==> src/sv/onst_pkg.sv <==
// ----------------------------------------------------------------------------
// Ordered name set table package
// Shared types, codes and name helpers for the ordered name set table.
// ----------------------------------------------------------------------------
package onst_pkg;

  // Default table depth and name length bound.
  localparam int MAX_ENTRIES_DEF = 64;
  localparam int NAME_BYTES      = 16;

  // Field widths of the transactions.
  localparam int FUNC_W  = 3;
  localparam int IDX_W   = 6;
  localparam int LO_W    = 64;
  localparam int HI_W    = 56;
  localparam int NAME_W  = LO_W + HI_W;
  localparam int STAT_W  = 3;
  localparam int TOTAL_W = 7;

  // Operation codes carried in the func field.
  typedef enum logic [FUNC_W-1:0] {
    FUNC_ADD      = 3'd0,
    FUNC_REMOVE   = 3'd1,
    FUNC_CONTAINS = 3'd2,
    FUNC_GET      = 3'd3,
    FUNC_CLEAR    = 3'd4
  } func_code_t;

  // Result status codes.
  typedef enum logic [STAT_W-1:0] {
    STAT_OK        = 3'd0,
    STAT_EMPTY     = 3'd1,
    STAT_DUP       = 3'd2,
    STAT_FULL      = 3'd3,
    STAT_NOT_FOUND = 3'd4,
    STAT_RANGE     = 3'd5
  } status_code_t;

  // Controller states.
  typedef enum logic [2:0] {
    S_IDLE,
    S_DISPATCH,
    S_SCAN_RD,
    S_SCAN_CMP,
    S_MISS,
    S_SHIFT_RD,
    S_SHIFT_WR,
    S_GET_WAIT
  } state_t;

  // Read address source and write address/data source.
  typedef enum logic [1:0] {
    RD_PTR,
    RD_NEXT,
    RD_IDX
  } rd_sel_t;

  typedef enum logic {
    WR_APPEND,
    WR_SHIFT
  } wr_sel_t;

  // Input transaction.
  typedef struct packed {
    logic [FUNC_W-1:0] func;
    logic [IDX_W-1:0]  item_index;
    logic [LO_W-1:0]   name_lo;
    logic [HI_W-1:0]   name_hi;
  } in_item_t;

  // Result transaction.
  typedef struct packed {
    logic [STAT_W-1:0]  status;
    logic [TOTAL_W-1:0] entry_total;
    logic [LO_W-1:0]    out_name_lo;
    logic [HI_W-1:0]    out_name_hi;
  } out_item_t;

  // Commands from the controller to the datapath.
  typedef struct packed {
    logic         capture;
    logic         rd_en;
    rd_sel_t      rd_sel;
    logic         wr_en;
    wr_sel_t      wr_sel;
    logic         ptr_clr;
    logic         ptr_inc;
    logic         cnt_inc;
    logic         cnt_dec;
    logic         cnt_clr;
    logic         result;
    status_code_t status;
    logic         ret_name;
  } ctl_cmd_t;

  // Status from the datapath to the controller.
  typedef struct packed {
    logic [FUNC_W-1:0] func;
    logic              name_ok;
    logic              cnt_zero;
    logic              cnt_full;
    logic              match;
    logic              has_next;
    logic              has_next2;
    logic              idx_ok;
  } dp_stat_t;

  // Zero every byte from the first zero byte onward.
  function automatic logic [NAME_W-1:0] norm_name(input logic [NAME_W-1:0] raw);
    logic [NAME_W-1:0] res;
    logic              alive;
    res   = '0;
    alive = 1'b1;
    for (int i = 0; i < NAME_W / 8; i++) begin
      alive = alive & (raw[8*i +: 8] != 8'd0);
      if (alive) begin
        res[8*i +: 8] = raw[8*i +: 8];
      end
    end
    return res;
  endfunction

  // A name is valid when it is not empty and shorter than NAME_BYTES.
  function automatic logic name_valid(input logic [NAME_W-1:0] raw);
    logic alive;
    logic too_long;
    alive    = 1'b1;
    too_long = 1'b0;
    for (int i = 0; i < NAME_W / 8; i++) begin
      alive = alive & (raw[8*i +: 8] != 8'd0);
      if (i == NAME_BYTES - 1) begin
        too_long = alive;
      end
    end
    return (raw[7:0] != 8'd0) && !too_long;
  endfunction

endpackage

==> src/sv/onst_ctrl.sv <==
// ----------------------------------------------------------------------------
// Ordered name set table controller
// Sequences lookups, shifts and reads and issues one result per transaction.
// ----------------------------------------------------------------------------
module onst_ctrl import onst_pkg::*; (
  input  logic     clk,
  input  logic     rst_n,
  input  logic     start,
  output logic     busy,
  input  dp_stat_t stat,
  output ctl_cmd_t cmd
);

  state_t state_r;
  state_t state_nxt;

  // State register.
  always_ff @(posedge clk) begin
    if (!rst_n) begin
      state_r <= S_IDLE;
    end else begin
      state_r <= state_nxt;
    end
  end

  assign busy = (state_r != S_IDLE);

  // Next state.
  always_comb begin
    state_nxt = state_r;
    case (state_r)
      S_IDLE: begin
        if (start) begin
          state_nxt = S_DISPATCH;
        end
      end
      S_DISPATCH: begin
        case (stat.func)
          FUNC_ADD, FUNC_REMOVE, FUNC_CONTAINS: begin
            if (!stat.name_ok) begin
              state_nxt = S_IDLE;
            end else if (stat.cnt_zero) begin
              state_nxt = S_MISS;
            end else begin
              state_nxt = S_SCAN_RD;
            end
          end
          FUNC_GET: begin
            state_nxt = stat.idx_ok ? S_GET_WAIT : S_IDLE;
          end
          default: begin
            state_nxt = S_IDLE;
          end
        endcase
      end
      S_SCAN_RD: begin
        state_nxt = S_SCAN_CMP;
      end
      S_SCAN_CMP: begin
        if (stat.match) begin
          if (stat.func == FUNC_REMOVE && stat.has_next) begin
            state_nxt = S_SHIFT_RD;
          end else begin
            state_nxt = S_IDLE;
          end
        end else if (stat.has_next) begin
          state_nxt = S_SCAN_RD;
        end else begin
          state_nxt = S_MISS;
        end
      end
      S_MISS: begin
        state_nxt = S_IDLE;
      end
      S_SHIFT_RD: begin
        state_nxt = S_SHIFT_WR;
      end
      S_SHIFT_WR: begin
        state_nxt = stat.has_next2 ? S_SHIFT_RD : S_IDLE;
      end
      S_GET_WAIT: begin
        state_nxt = S_IDLE;
      end
      default: begin
        state_nxt = S_IDLE;
      end
    endcase
  end

  // Command outputs.
  always_comb begin
    cmd = '0;
    cmd.rd_sel = RD_PTR;
    cmd.wr_sel = WR_APPEND;
    cmd.status = STAT_OK;
    case (state_r)
      S_IDLE: begin
        cmd.capture = start;
      end
      S_DISPATCH: begin
        case (stat.func)
          FUNC_ADD, FUNC_REMOVE, FUNC_CONTAINS: begin
            if (!stat.name_ok) begin
              cmd.result = 1'b1;
              cmd.status = STAT_EMPTY;
            end else begin
              cmd.ptr_clr = 1'b1;
            end
          end
          FUNC_GET: begin
            if (stat.idx_ok) begin
              cmd.rd_en  = 1'b1;
              cmd.rd_sel = RD_IDX;
            end else begin
              cmd.result = 1'b1;
              cmd.status = STAT_RANGE;
            end
          end
          FUNC_CLEAR: begin
            cmd.cnt_clr = 1'b1;
            cmd.result  = 1'b1;
          end
          default: begin
            cmd.result = 1'b1;
          end
        endcase
      end
      S_SCAN_RD: begin
        cmd.rd_en  = 1'b1;
        cmd.rd_sel = RD_PTR;
      end
      S_SCAN_CMP: begin
        if (stat.match) begin
          case (stat.func)
            FUNC_ADD: begin
              cmd.result = 1'b1;
              cmd.status = STAT_DUP;
            end
            FUNC_REMOVE: begin
              // Removing the last entry needs no shift.
              if (!stat.has_next) begin
                cmd.cnt_dec = 1'b1;
                cmd.result  = 1'b1;
              end
            end
            default: begin
              cmd.result = 1'b1;
            end
          endcase
        end else if (stat.has_next) begin
          cmd.ptr_inc = 1'b1;
        end
      end
      S_MISS: begin
        cmd.result = 1'b1;
        if (stat.func == FUNC_ADD) begin
          if (stat.cnt_full) begin
            cmd.status = STAT_FULL;
          end else begin
            cmd.wr_en   = 1'b1;
            cmd.wr_sel  = WR_APPEND;
            cmd.cnt_inc = 1'b1;
          end
        end else begin
          cmd.status = STAT_NOT_FOUND;
        end
      end
      S_SHIFT_RD: begin
        cmd.rd_en  = 1'b1;
        cmd.rd_sel = RD_NEXT;
      end
      S_SHIFT_WR: begin
        cmd.wr_en   = 1'b1;
        cmd.wr_sel  = WR_SHIFT;
        cmd.ptr_inc = 1'b1;
        if (!stat.has_next2) begin
          cmd.cnt_dec = 1'b1;
          cmd.result  = 1'b1;
        end
      end
      S_GET_WAIT: begin
        cmd.result   = 1'b1;
        cmd.ret_name = 1'b1;
      end
      default: begin
        cmd.result = 1'b0;
      end
    endcase
  end

`ifndef NO_ASSERTIONS
  // An accepted transaction makes the controller busy.
  a_accept_busy: assert property (@(posedge clk) disable iff (!rst_n)
    (start && !busy) |=> busy)
    else $error("controller not busy after accepting a transaction");

  // Each result ends the transaction.
  a_result_idle: assert property (@(posedge clk) disable iff (!rst_n)
    cmd.result |=> !busy)
    else $error("controller still busy after issuing a result");

  // A table write never coincides with a read.
  a_no_rd_wr: assert property (@(posedge clk) disable iff (!rst_n)
    cmd.wr_en |-> !cmd.rd_en)
    else $error("table read and write issued together");
`endif

endmodule

==> config.mk <==
export PLATFORM = sky130hd
export DESIGN_NAME = onst_ctrl
export DESIGN_NICKNAME = d
export VERILOG_FILES = /design/src/sv/onst_pkg.sv /design/src/sv/onst_ctrl.sv
export SDC_FILE = /design/constraint.sdc
export NUM_CORES = 1
export LEC_CHECK = 0
export BUFFER_PORTS_ARGS = -buffer_cell sky130_fd_sc_hd__buf_2
export CORE_AREA = 3 3 40 42
export CTS_CLUSTER_DIAMETER = 200
export DETAILED_ROUTE_END_ITERATION = 10
export DIE_AREA = 0 0 43 45
export PLACE_DENSITY_LB_ADDON = 0.05
export RECOVER_POWER = 50
export SKIP_CTS_REPAIR_TIMING = 1
export SLEW_MARGIN = 20
export SYNTH_ARGS = -nofsm -noshare
export SYNTH_HDL_FRONTEND = slang
export SYNTH_SLANG_ARGS = --single-unit
==> constraint.sdc <==
create_clock -name clk -period 3.7 [get_ports clk]
set_clock_uncertainty 0.05 [all_clocks]
set_input_delay 0.37 -clock clk [delete_from_list [all_inputs] [get_ports clk]]
set_output_delay 0.37 -clock clk [all_outputs]
set_load 0.05 [all_outputs]
**Word level (Yosys, flattened, before mapping)**

Cells that the tools add are included.

- Bits in registers: 3
- Input bits: 13
- Output and inout bits: 17
- Logic and storage cells: 64

- Eq/ne operators: 12
- Muxes and demuxes: 45
- Reduce and logical (&&, ||, !) cells: 6

Operators with widths:

| operator | number |
|---|---|
| $mux 3 | 11 |
| $pmux 3 s7 | 1 |
| $pmux 3 s3 | 2 |
| $mux 1 | 17 |
| $eq 3x3->1 const B | 5 |
| $eq 3x2->1 const B | 4 |
| $mux 4 | 3 |
| $pmux 3 s2 | 2 |
| $mux 2 | 4 |
| $eq 3x1->1 const B | 2 |
| $logic_not 3->1 | 2 |
| $pmux 1 s2 | 3 |
| $pmux 1 s4 | 1 |
| $pmux 2 s2 | 1 |
| $reduce_bool 3->1 | 1 |
| $reduce_or 3->1 | 1 |
| $ne 2x2->1 const B | 1 |
| $reduce_or 2->1 | 1 |
| $logic_and 1x1->1 | 1 |

**Longest topological paths before layout**

- Depth after elaboration: 5
- Depth in mapped cells: 4
- Depth with buffers taken out: 4

**Worst setup path after synthesis**

No wires, ideal clock.

- Kind: input to output
- Start point: input port stat[8] (netlist bit)
- End point: output port cmd[7] (netlist bit)
- Arrival: 2215 ps
- Data required time: 3280 ps
- Path slack: 1065 ps
- Stages: 2
- Path buffers: 0
- Path through: or3_4 > nor4_1

RTL lines:

| what | RTL line | RTL |
|---|---|---|
| start: declaration | onst_ctrl.sv:10 | `input dp_stat_t stat,` |
| end: declaration | onst_ctrl.sv:11 | `output ctl_cmd_t cmd` |

==> results.sh <==
export IMPL_status="finished clean"
export IMPL_whs_ps=326
export IMPL_clkSlewWorstSetupHoldPaths_ps=40
export IMPL_cts_root_buf="clkbuf_4"
export IMPL_slew_headroom=0.607
export IMPL_r2r_cells=4
export IMPL_switching_share=0.387
export IMPL_rrSetupSlack_ps=2110
export IMPL_cts_buffers=3
export IMPL_vias=651
export IMPL_largest_reg_flops=3
export IMPL_core_sq_um=1280
export IMPL_num_rows=13
export IMPL_start_util=0.420
export IMPL_p_leak_nw=0.303
export IMPL_htreeDepth=1
export IMPL_critPathKind="reg2out"
export IMPL_internal_power_mw=0.0932
export IMPL_fillers=141
export IMPL_routed_wirelength_mm=1.44
export IMPL_post_route_period_util=0.636
export IMPL_top_register="state_r"
export IMPL_critPathMaxFanout=17
export IMPL_cp_required_ps=3280
export IMPL_cts_sinks=3
export IMPL_grt_overflow_total=0
export IMPL_synth_area_leaders="dfxtp_1, nor2_1, nand2b_1"
export IMPL_wl_per_cell_um=11.8
export IMPL_synth_flop_cell="dfxtp_1"
export IMPL_worst_pin_slew_ps=592
export IMPL_yosys_top_cells_count="nor2_1, a21oi_1, nand2b_1"
export IMPL_ys_types=39
export IMPL_drv_slew=0
export IMPL_setup_violations=0
export IMPL_synth_fp_nets=90
export IMPL_p_total_mw=0.152
export IMPL_powerDensity_nw_per_um2=220
export IMPL_clock_power_share=0.396
export IMPL_syn_cell_area_sq_um=539
export IMPL_critPathLaunch="state_r[1]$_SDFFE_PN0P_"
export IMPL_r2r_start="state_r[1]$_SDFFE_PN0P_"
export IMPL_tns_ps=0
export IMPL_synth_edf_count=0
export IMPL_final_util=0.537
export IMPL_seq_area_frac_synth=0.111
export IMPL_ys_ff_latch=3
export IMPL_die_w_um=43
export IMPL_die_y_um=45
export IMPL_synth_top_area_share=0.111
export IMPL_cap_viol_max_count=0
export IMPL_fmax_mhz=425
export IMPL_reg_largest_list="state_r (3)"
export IMPL_switchingPower_mw=0.0588
export IMPL_n_antenna_cell=0
export IMPL_grt_max_degree=19
export IMPL_area_growth_pct=27.8
export IMPL_dp_slack_ps=1650
export IMPL_antenna_left=0
export IMPL_fin_nets=121
export IMPL_endpoint_kind="output pin"
export IMPL_fin_ws_ps=1350
export IMPL_yosys_warnings=0
export IMPL_cp_arrival_ps=1930
export IMPL_clkLatencyLatePin_ps=240
export IMPL_cts_tree="done"
export IMPL_placedCellCount=118
export IMPL_grt_first_pass_wirelength_mm=2.26
export IMPL_ios=30
export IMPL_synthArstFlopShare=0
export IMPL_synth_most_common_cell="nor2_1"
export IMPL_power_frac_comb=0.357
export IMPL_port_buffers=29
export IMPL_worstReg2RegEnd="state_r[0]$_SDFFE_PN0P_"
export IMPL_min_path_type="in2reg"
export IMPL_hold_violations=0
export IMPL_worstSetupStartpointType="register"
export IMPL_drc=0
export IMPL_cts_buffer_depth=2
export IMPL_first_iter_violations=8
export IMPL_fin_cells=122
export IMPL_grt_pass1_vias=532
export IMPL_layout_drive_gt1_share=0.308
export IMPL_antenna_found_initial=0
export IMPL_gp_congestion=0.803
export IMPL_sequentialPowerShare=0.248
export IMPL_fin_crit_ps=2350
export IMPL_place_hpwl_mm=1.08
export IMPL_synth_area_per_cell_sq_um=7.00
export IMPL_synthCells=77
export IMPL_yosys_area_top_type="dfxtp_1"
export IMPL_grt_use_total=0.149
export IMPL_detailed_place_area_sq_um=677
export IMPL_cp_endpoint="cmd[3]"
export IMPL_viasPerCell=5.34
export IMPL_first_pass_iters=4
export IMPL_design_area_sq_um=689
export IMPL_die_area_sq_um=1940
export IMPL_rsz0062_at_grt="no"
export IMPL_ir_worst_vdd_mv=0.251
## cells by family after synthesis
| kind of cell | Yosys count | share of synthesized area |
|---|---|---|
| buffers and inverters | 6 | 0.0696 |
| AO/OA/AOI/OAI | 25 | 0.313 |
| AND/OR/NAND/NOR | 43 | 0.506 |
| flip-flops | 3 | 0.111 |
## routing by layer
metal / vias up / wire length, um / track usage
met4: 0 / 9 / 0.0361
met1: 281 / 683 / 0.213
met2: 24 / 629 / 0.228
met3: 3 / 113 / 0.0319
met5: - / 0 / 0
li1: 343 / - / -
## power groups by stage
stage / sequential (mW) / combinational, mW / clock (mW)
after floorplan: 0.0357 / 0.0392 / 0
after global placement: 0.0382 / 0.0554 / 0
after detailed placement: 0.0385 / 0.0555 / 0
after CTS: 0.0378 / 0.0557 / 0.0609
after global routing: 0.0380 / 0.0592 / 0.0638
final: 0.0376 / 0.0542 / 0.0601
## critical path, stage by stage, from the launching register on
cell and delay, ps:
dfxtp_1 450, nand2b_2 270, nor3_1 430, a31oi_1 150, o21ai_1 120, buf_2 270
## area by class of cell
cell class / count / area [sq um] / share of cell area
clock buffer: 4 / 26.3 / 0.0381
inverter: 3 / 11.3 / 0.0163
multi-input combinational: 68 / 437 / 0.633
sequential: 3 / 60.1 / 0.0871
tap: 15 / 18.8 / 0.0272
timing repair buffer: 29 / 136 / 0.198
## how the worst min path moves through the flow
stage | startpoint | to | slack, ps | cells after the start
final | rst_n | state_r[1]$_SDFFE_PN0P_ | 330 | 2
after CTS | rst_n | state_r[2]$_SDFFE_PN0P_ | 330 | 3
after global placement | rst_n | state_r[1]$_SDFFE_PN0P_ | 560 | 2
after detailed placement | rst_n | state_r[2]$_SDFFE_PN0P_ | 580 | 3
after global routing | rst_n | state_r[2]$_SDFFE_PN0P_ | 340 | 3
after floorplan | rst_n | state_r[1]$_SDFFE_PN0P_ | 450 | 1
## layout by cell type (no fill, tap or decap), types with 2 or more instances in the layout
cell      instances
nand3_1           2
nor2b_1           2
nor3_1            3
nor2_1           10
or3_4             2
and2_1            3
o21ai_0           4
nand2_1           4
a211oi_1          2
clkbuf_4          3
buf_2            22
nor4_1            2
inv_1             3
a21boi_0          2
nand2b_1          5
clkbuf_1          8
dfxtp_1           3
a21oi_1           6
Note: power is estimated with default switching activity, not from simulation.
